$ cat src/ogrsq_pkg.sv
// Shared constants for the occupancy grid rectangle stamp and query block.
// Holds request codes, configuration register indexes and datapath widths.
// No dependencies.
`default_nettype none

package ogrsq_pkg;

    // Request codes carried in req_type.
    localparam logic [1:0] REQ_CLEAR  = 2'd0;
    localparam logic [1:0] REQ_STAMP  = 2'd1;
    localparam logic [1:0] REQ_QUERY  = 2'd2;
    localparam logic [1:0] REQ_UNUSED = 2'd3;

    // Configuration register indexes.
    localparam logic [1:0] CFG_ORIGIN_X    = 2'd0;
    localparam logic [1:0] CFG_ORIGIN_Z    = 2'd1;
    localparam logic [1:0] CFG_CELL_SIZE_X = 2'd2;
    localparam logic [1:0] CFG_CELL_SIZE_Z = 2'd3;

    localparam int CFG_IDX_W = 2;
    localparam int COORD_W   = 32;   // signed positions and origins
    localparam int SIZE_W    = 31;   // radii and cell sizes
    localparam int OFS_W     = 34;   // position -/+ radius - origin, signed
    localparam int MAG_W     = 33;   // magnitude of an offset
    localparam int QUO_W     = 8;    // quotient is kept modulo 256
    localparam int OUT_IDX_W = 6;    // width of the cell index output fields

endpackage

`default_nettype wire

$ cat src/ogrsq_div.sv
// Cell bound unit: a radix-2 restoring divider that turns a signed offset and a
// cell size into a saturated cell index. Depends on ogrsq_pkg.
`default_nettype none

module ogrsq_div #(
    parameter int GRID_CELLS = 64
) (
    input  wire logic                              clk,
    input  wire logic                              rst_n,
    input  wire logic                              start,
    input  wire logic signed [ogrsq_pkg::OFS_W-1:0] offset,
    input  wire logic [ogrsq_pkg::SIZE_W-1:0]      divisor,
    output logic                                   done,
    output logic [$clog2(GRID_CELLS)-1:0]          idx
);

    localparam int IDX_W = $clog2(GRID_CELLS);
    localparam int CNT_W = $clog2(ogrsq_pkg::MAG_W + 1);
    localparam int MAG_W = ogrsq_pkg::MAG_W;
    localparam int SIZE_W = ogrsq_pkg::SIZE_W;
    localparam int QUO_W = ogrsq_pkg::QUO_W;
    localparam logic [QUO_W-1:0] LIMIT = QUO_W'(GRID_CELLS - 1);

    logic                 busy_reg,  busy_next;
    logic                 fin_reg,   fin_next;
    logic                 done_reg,  done_next;
    logic [CNT_W-1:0]     cnt_reg,   cnt_next;
    logic [MAG_W-1:0]     num_reg,   num_next;
    logic [SIZE_W-1:0]    rem_reg,   rem_next;
    logic [QUO_W-1:0]     quo_reg,   quo_next;
    logic                 neg_reg,   neg_next;
    logic                 zero_reg,  zero_next;
    logic [IDX_W-1:0]     idx_reg,   idx_next;

    logic [ogrsq_pkg::OFS_W-1:0] abs_ofs;
    logic [SIZE_W:0]             shifted;
    logic                        fits;
    logic [QUO_W-1:0]            quo_signed;

    always_comb
    begin
        abs_ofs    = offset[ogrsq_pkg::OFS_W-1] ? (~offset + 1'b1) : offset;
        shifted    = {rem_reg, num_reg[MAG_W-1]};
        fits       = shifted >= {1'b0, divisor};
        quo_signed = neg_reg ? (~quo_reg + 1'b1) : quo_reg;

        busy_next = busy_reg;
        fin_next  = 1'b0;
        done_next = 1'b0;
        cnt_next  = cnt_reg;
        num_next  = num_reg;
        rem_next  = rem_reg;
        quo_next  = quo_reg;
        neg_next  = neg_reg;
        zero_next = zero_reg;
        idx_next  = idx_reg;

        if (start)
        begin
            busy_next = 1'b1;
            cnt_next  = CNT_W'(MAG_W);
            num_next  = abs_ofs[MAG_W-1:0];
            rem_next  = '0;
            quo_next  = '0;
            neg_next  = offset[ogrsq_pkg::OFS_W-1];
            zero_next = (offset == '0) || (divisor == '0);
        end
        else if (busy_reg)
        begin
            // One quotient bit per cycle; only the low bits are kept.
            rem_next = fits ? SIZE_W'(shifted - {1'b0, divisor}) : shifted[SIZE_W-1:0];
            quo_next = {quo_reg[QUO_W-2:0], fits};
            num_next = {num_reg[MAG_W-2:0], 1'b0};
            cnt_next = cnt_reg - 1'b1;
            if (cnt_reg == CNT_W'(1))
            begin
                busy_next = 1'b0;
                fin_next  = 1'b1;
            end
        end

        if (fin_reg)
        begin
            // A negative quotient wraps modulo 256; a wrapped byte above the limit saturates.
            done_next = 1'b1;
            if (zero_reg)
            begin
                idx_next = '0;
            end
            else if (quo_signed > LIMIT)
            begin
                idx_next = LIMIT[IDX_W-1:0];
            end
            else
            begin
                idx_next = quo_signed[IDX_W-1:0];
            end
        end
    end

    always_ff @(posedge clk or negedge rst_n)
    begin
        if (!rst_n)
        begin
            busy_reg <= 1'b0;
            fin_reg  <= 1'b0;
            done_reg <= 1'b0;
            cnt_reg  <= '0;
        end
        else
        begin
            busy_reg <= busy_next;
            fin_reg  <= fin_next;
            done_reg <= done_next;
            cnt_reg  <= cnt_next;
        end
    end

    always_ff @(posedge clk)
    begin
        num_reg  <= num_next;
        rem_reg  <= rem_next;
        quo_reg  <= quo_next;
        neg_reg  <= neg_next;
        zero_reg <= zero_next;
        idx_reg  <= idx_next;
    end

    assign done = done_reg;
    assign idx  = idx_reg;

endmodule

`default_nettype wire

$ cat config.mk
export PLATFORM = sky130hd
export DESIGN_NAME = ogrsq_div
export DESIGN_NICKNAME = d
export VERILOG_FILES = /design/src/ogrsq_pkg.sv /design/src/ogrsq_div.sv
export SDC_FILE = /design/constraint.sdc
export NUM_CORES = 1
export LEC_CHECK = 0
export BUFFER_PORTS_ARGS = -buffer_cell sky130_fd_sc_hd__buf_2
export CELL_PAD_IN_SITES_DETAIL_PLACEMENT = 0
export CELL_PAD_IN_SITES_GLOBAL_PLACEMENT = 1
export CORE_UTILIZATION = 40
export DETAILED_ROUTE_END_ITERATION = 12
export PLACE_DENSITY = 0.75
export SLEW_MARGIN = 20
export SYNTH_ARGS = -nofsm -noshare
export SYNTH_HDL_FRONTEND = slang
export SYNTH_SLANG_ARGS = --single-unit
$ cat constraint.sdc
create_clock -name clk -period 3.33 [get_ports clk]
set_clock_uncertainty 0.2 [all_clocks]
set_input_delay 0.666 -clock clk [delete_from_list [all_inputs] [get_ports clk]]
set_output_delay 0.666 -clock clk [all_outputs]
set_load 0.02 [all_outputs]
## Word-level counts from Yosys, hierarchy flattened

Index checks and enable logic that the tools add are counted.

- Bits in registers: 89
- Bits in latches: 0
- Bits in writable memories: 0
- Bits in read-only memories: 0
- Input bits: 68
- Output and inout bits: 7
- Logic and storage cells: 38
- Memories kept: 0

- Add/subtract/negate cells: 4
- Multipliers: 0
- Div/mod/pow operators: 0
- Magnitude comparators: 2
- Equal/unequal tests: 1
- Shifts and indexed selects: 0
- Muxes and demuxes: 15
- Bitwise gates (word level): 2
- Reduce and logical (&&, ||, !) cells: 4

Operator list:

| cell | number |
|---|---|
| two-way mux 33 bit | 3 |
| zero test 34 bit | 1 |
| adder 33 x 1 -> 33 bit, second input constant | 1 |
| inverter 33 bit | 1 |
| >= comparator 32 x 31 -> 1 bit | 1 |
| zero test 31 bit | 1 |
| two-way mux 31 bit | 1 |
| subtractor 31 bit | 1 |
| two-way mux 6 bit | 3 |
| adder 8 x 1 -> 8 bit, second input constant | 1 |
| > comparator 8 x 6 -> 1 bit, second input constant | 1 |
| two-way mux 8 bit | 1 |
| inverter 8 bit | 1 |
| two-way mux 1 bit | 7 |
| equality test 6 x 1 -> 1 bit, second input constant | 1 |
| subtractor 6 x 1 -> 6 bit, second input constant | 1 |
| nonzero test 2 bit | 1 |
| logical OR 1 bit | 1 |

## Logic depth before layout (Yosys ltp)

- Depth after elaboration: 5
- Gate-level depth with buffers: 13
- Mapped depth without buffers: 12

## Worst setup path before layout

Ideal clock, no wire load.

- Path type: input port to flip-flop
- Start: in offset[9] (netlist bit)
- End: reg num_reg[32] (data pin)
- Setup time: 0.271 ns
- Arrival time: 2.928 ns
- Data required time: 2.859 ns
- Setup slack: -0.069 ns
- Stages on the path: 9
- Buffers on the path: 0
- Cell sequence: or4_1 -> or2_4 -> nor3_4 -> nand4_2 -> or4_4 -> or4_4 -> nand2_2 -> xor2_1 -> a21oi_1

- Word-level cells in the longest chain between the ends: 4

RTL lines:

| what | RTL line | source |
|---|---|---|
| start, declared | ogrsq_div.sv:11 | `input wire logic signed [ogrsq_pkg::OFS_W-1:0] offset,` |
| inverter 33 bit | ogrsq_div.sv:42 | `abs_ofs = offset[ogrsq_pkg::OFS_W-1] ? (~offset + 1'b1) : offset;` |
| adder 33 x 1 -> 33 bit | ogrsq_div.sv:42 |  |
| two-way mux 33 bit | ogrsq_div.sv:42 |  |
| two-way mux 33 bit | ogrsq_div.sv:58 | `if (start)` |
| named net num_next[32] | ogrsq_div.sv:28 | `logic [MAG_W-1:0] num_reg, num_next;` |
| end signal, assigned | ogrsq_div.sv:121 | `num_reg <= num_next;` |
| end, declared | ogrsq_div.sv:28 |  |

The timed path passes the listed nets, and every way through them passes these cells.
A chain may end at the register's enable or synchronous reset.

## Final worst setup path

Same ends and word-level chain as after synthesis.

==> results.md <==
- Ant diodes: 0
- Initial DRT Pass Iterations: 5
- Combinational share of power: 51.0%
- Worst-Margin Slew: 0.667 ns
- Worst vdd ir: 0.000339 V
- # DRC: 0
- Min-delay worst type: flip-flop to flip-flop
- Outcome: finished clean
- CTS Buf Count: 9
- Worst Path Required: 3.22 ns
- Detailed-route wire length: 16000 um
- Synth area leader: edfxtp_1
- Clk slew on worst S/H paths: about 0.070 ns
- Starting density of the core: 40.9%
- Startpoint types: primary input
- PD cells: 710 nW/um^2
- Final nets: 1002
- Congestion Overflow GR: 0
- Clock latency on the worst-skew pair: about 0.35 ns
- Clock buffer depth: 2
- CP Class: primary input to flip-flop
- Top post-synthesis cells by area: edfxtp_1 (20%), dfxtp_1 (13%), ha_1 (7.0%), a21oi_1 (6.8%), nor2_1 (6.3%)
- Fill count: between 1000 and 1500
- Register area share after synthesis: 36.0%
- Syn Nets: 847
- Worst Path Max Fanout: 2
- GPL Wtd Cong: 0.907
- Area of the multi-input gates: 3700 sq um
- Largest net degree at the start of global routing: 83
- Minimum clock period: 3.18 ns
- Drt wl/cell: 14.6 um
- Synthesis-stage register bit count: 89
- Max-cap viol count: 0
- Number of synthesized flops with an enable pin: 41
- Rel. slew slack: a little under three fifths
- Top FF cell, synth: edfxtp_1
- Lkg Pwr: 3.62 nW
- Final setup fails: 0
- Most frequent cell after synthesis: nor2_1
- Int Power: 3.43 mW
- IO Port Bufs: 74
- Average size of a mapped cell: 8.37 sq um
- Flop pwr share: 30.2%
- Post-synth ARST share: 10.1%
- Via count: just under 6000
- Max incr delay on CP: 0.53 ns
- Num ports: 75
- Max reg flops: 33
- Max-slew violations: 0
- Slowest stage cell on the critical path: or4_1
- Vias in the first global route: 5642
- Detailed placer's ending HPWL: ~12000 um
- CP delay by family, top: simple AND/OR/NAND/NOR gates
- Core Region: 15200 sq um
- Worst path buffer plus inverter count: 1
- Row Count: 45
- Total Routing Usage GR: 20.9%
- CTS tree: yes
- Final core utilization: 51.5%
- DIE AREA: approximately 16000 sq um
- Fmax: 314 MHz
- Vias/cell: between 5 and 6
- Most frequent cells after synthesis: nor2_1 (104), a21oi_1 (85), nand2_1 (56), inv_1 (46), edfxtp_1 (41)
- H-tree depth: 3
- Final hold vios: 0
- Tcrit/Tclk final: between 90% and 100%
- CP Cell Sequence: buf_2, or4_1, or2_4, nor3_4, nand4_2, or4_4, or4_4, nand2_2, xor2_1, a21oi_1
- Final antenna-violating net count: 0
- Number of warnings issued by yosys: 0
- Die H: around 130 um
- Die X: 127 um
- Hold WS: 0.289 ns
- P&R area growth vs syn: 25.9%
- Post-synth top area share: 19.8%
- Cells after Synth: 743
- Psw: 2.14 mW
- Clock sinks: 89
- Clock Tree Root: clkbuf_16
- Clock power frac: 18.8%
- CP most frequent cell: or4_4
- Switching Share: roughly two fifths
- Worst setup EP type: flip-flop
- Share of cells above drive strength 1: 23.9%
- First-pass GRT wire length: 27000 um
- WP data arrival: between 3 and 4 ns
- Synthesized area: 6220 sq um
- First DRT Iteration DRCs: ~300
- Sequential Area: 2240 sq um
- Initial antenna violation count: 0
- Synth cell types: 64
[power by group through the flow]
stage / combinational, mW / clock [mW] / sequential (mW)
6_report: 2.84 / 1.05 / 1.68
4_1_cts: 2.82 / 1.08 / 1.68
5_1_grt: 3.16 / 1.12 / 1.72
2_1_floorplan: 1.84 / 0 / 1.62
3_5_place_dp: 2.75 / 0 / 1.70
3_3_place_gp: 2.71 / 0 / 1.69
[metrics by stage]
stage / cells / TNS [ns] / power [mW] / setup WS, ns / area [sq um]
after global placement: 1070 / -5.73 / 4.40 / -0.226 / 7470
final: 1091 / 0 / 5.56 / 0.146 / 7830
after CTS: 1090 / 0 / 5.58 / 0.00974 / 7800
after detailed placement: 1070 / -8.16 / 4.45 / -0.360 / 7470
after floorplan: 743 / -0.0686 / 3.46 / -0.0686 / 6220
after global routing: 1091 / -0.0302 / 6.00 / -0.0145 / 7830
[placed cells by master (no fill, tap or decap), types with 5 or more instances in the layout]
cell       count
a211oi_1      12
xor2_1        40
mux2i_1       21
nor2_1       104
nand3_1       10
nor2b_1        9
buf_4        101
nand2b_1       7
dfrtp_1        8
inv_1         46
xnor2_1       21
o21ai_0       34
nor3_1        11
a21oi_1       85
clkbuf_16     10
a21o_1        13
edfxtp_1      41
buf_2         74
a31oi_1        5
nor4_1         9
o31ai_1       12
o21a_1        11
nand4_1       10
or3_1          5
ha_1          34
nand2_1       56
dfxtp_1       39
[timing repair]
item / 4_1_cts / 5_1_grt
hold endpoints to repair: 9 / 0
endpoints found under the setup margin: 2 / 26
resized for setup: 1 / 7
hold buffers: 1 / 0
pin swaps: 3 / 3
setup buffers: 3 / 1
cloned: 0 / 0
[path summary, 6_finish.rpt]
check / start / endpoint / slack, ns / cells past startpoint
worst max-delay path: offset[9] / num_reg[32] / 0.15 / 10
min in group asynchronous: rst_n / done / 0.51 / 2
worst max register to register: num_reg[32] / rem_reg[29] / 0.17 / 15
worst min register to register: rem_reg[11] / rem_reg[11] / 0.29 / 2
worst min-delay path: rem_reg[11] / rem_reg[11] / 0.29 / 2
max in group asynchronous: rst_n / busy_reg / 2.22 / 2
[layer usage]
| metal | track usage [%] | up-vias | routed length (um) |
|---|---|---|---|
| li1 | - | 2959 | - |
| met4 | 9.17 | 0 | 442 |
| met1 | 27.4 | 2689 | 7690 |
| met2 | 34.7 | 96 | 7400 |
| met3 | 2.32 | 26 | 443 |
| met5 | 0 | - | 0 |
[logic make-up after synthesis]
family	count (synthesis)	synth area share, %
buf+inv	81	5.01
flops	89	36.0
compound gates	206	20.5
fa+ha+maj	36	7.36
simple gates	247	18.9
mux	23	3.74
xor+xnor	61	8.59
[worst reg2reg max path, cell delays in order, from the launching register on]
cell	delay [ns]
edfxtp_1	0.34
inv_1	0.09
ha_2	0.20
fa_2	0.35
nor2b_2	0.13
o2111ai_1	0.13
a21oi_1	0.21
o21ai_1	0.11
o211ai_1	0.28
a211oi_4	0.11
buf_4	0.18
buf_4	0.15
buf_4	0.14
a21o_1	0.14
a31oi_1	0.17
o211a_1	0.16
[layout make-up]
type | count | area share, %
clock inverters | 5 | 0.543
flip-flops and latches | 89 | 28.6
well taps | 188 | 3.00
clock buffers | 11 | 3.26
inverters | 47 | 2.25
repair buffers | 178 | 15.1
multi-input cells | 573 | 47.3
No activity file was read; power rests on OpenSTA's default activity.
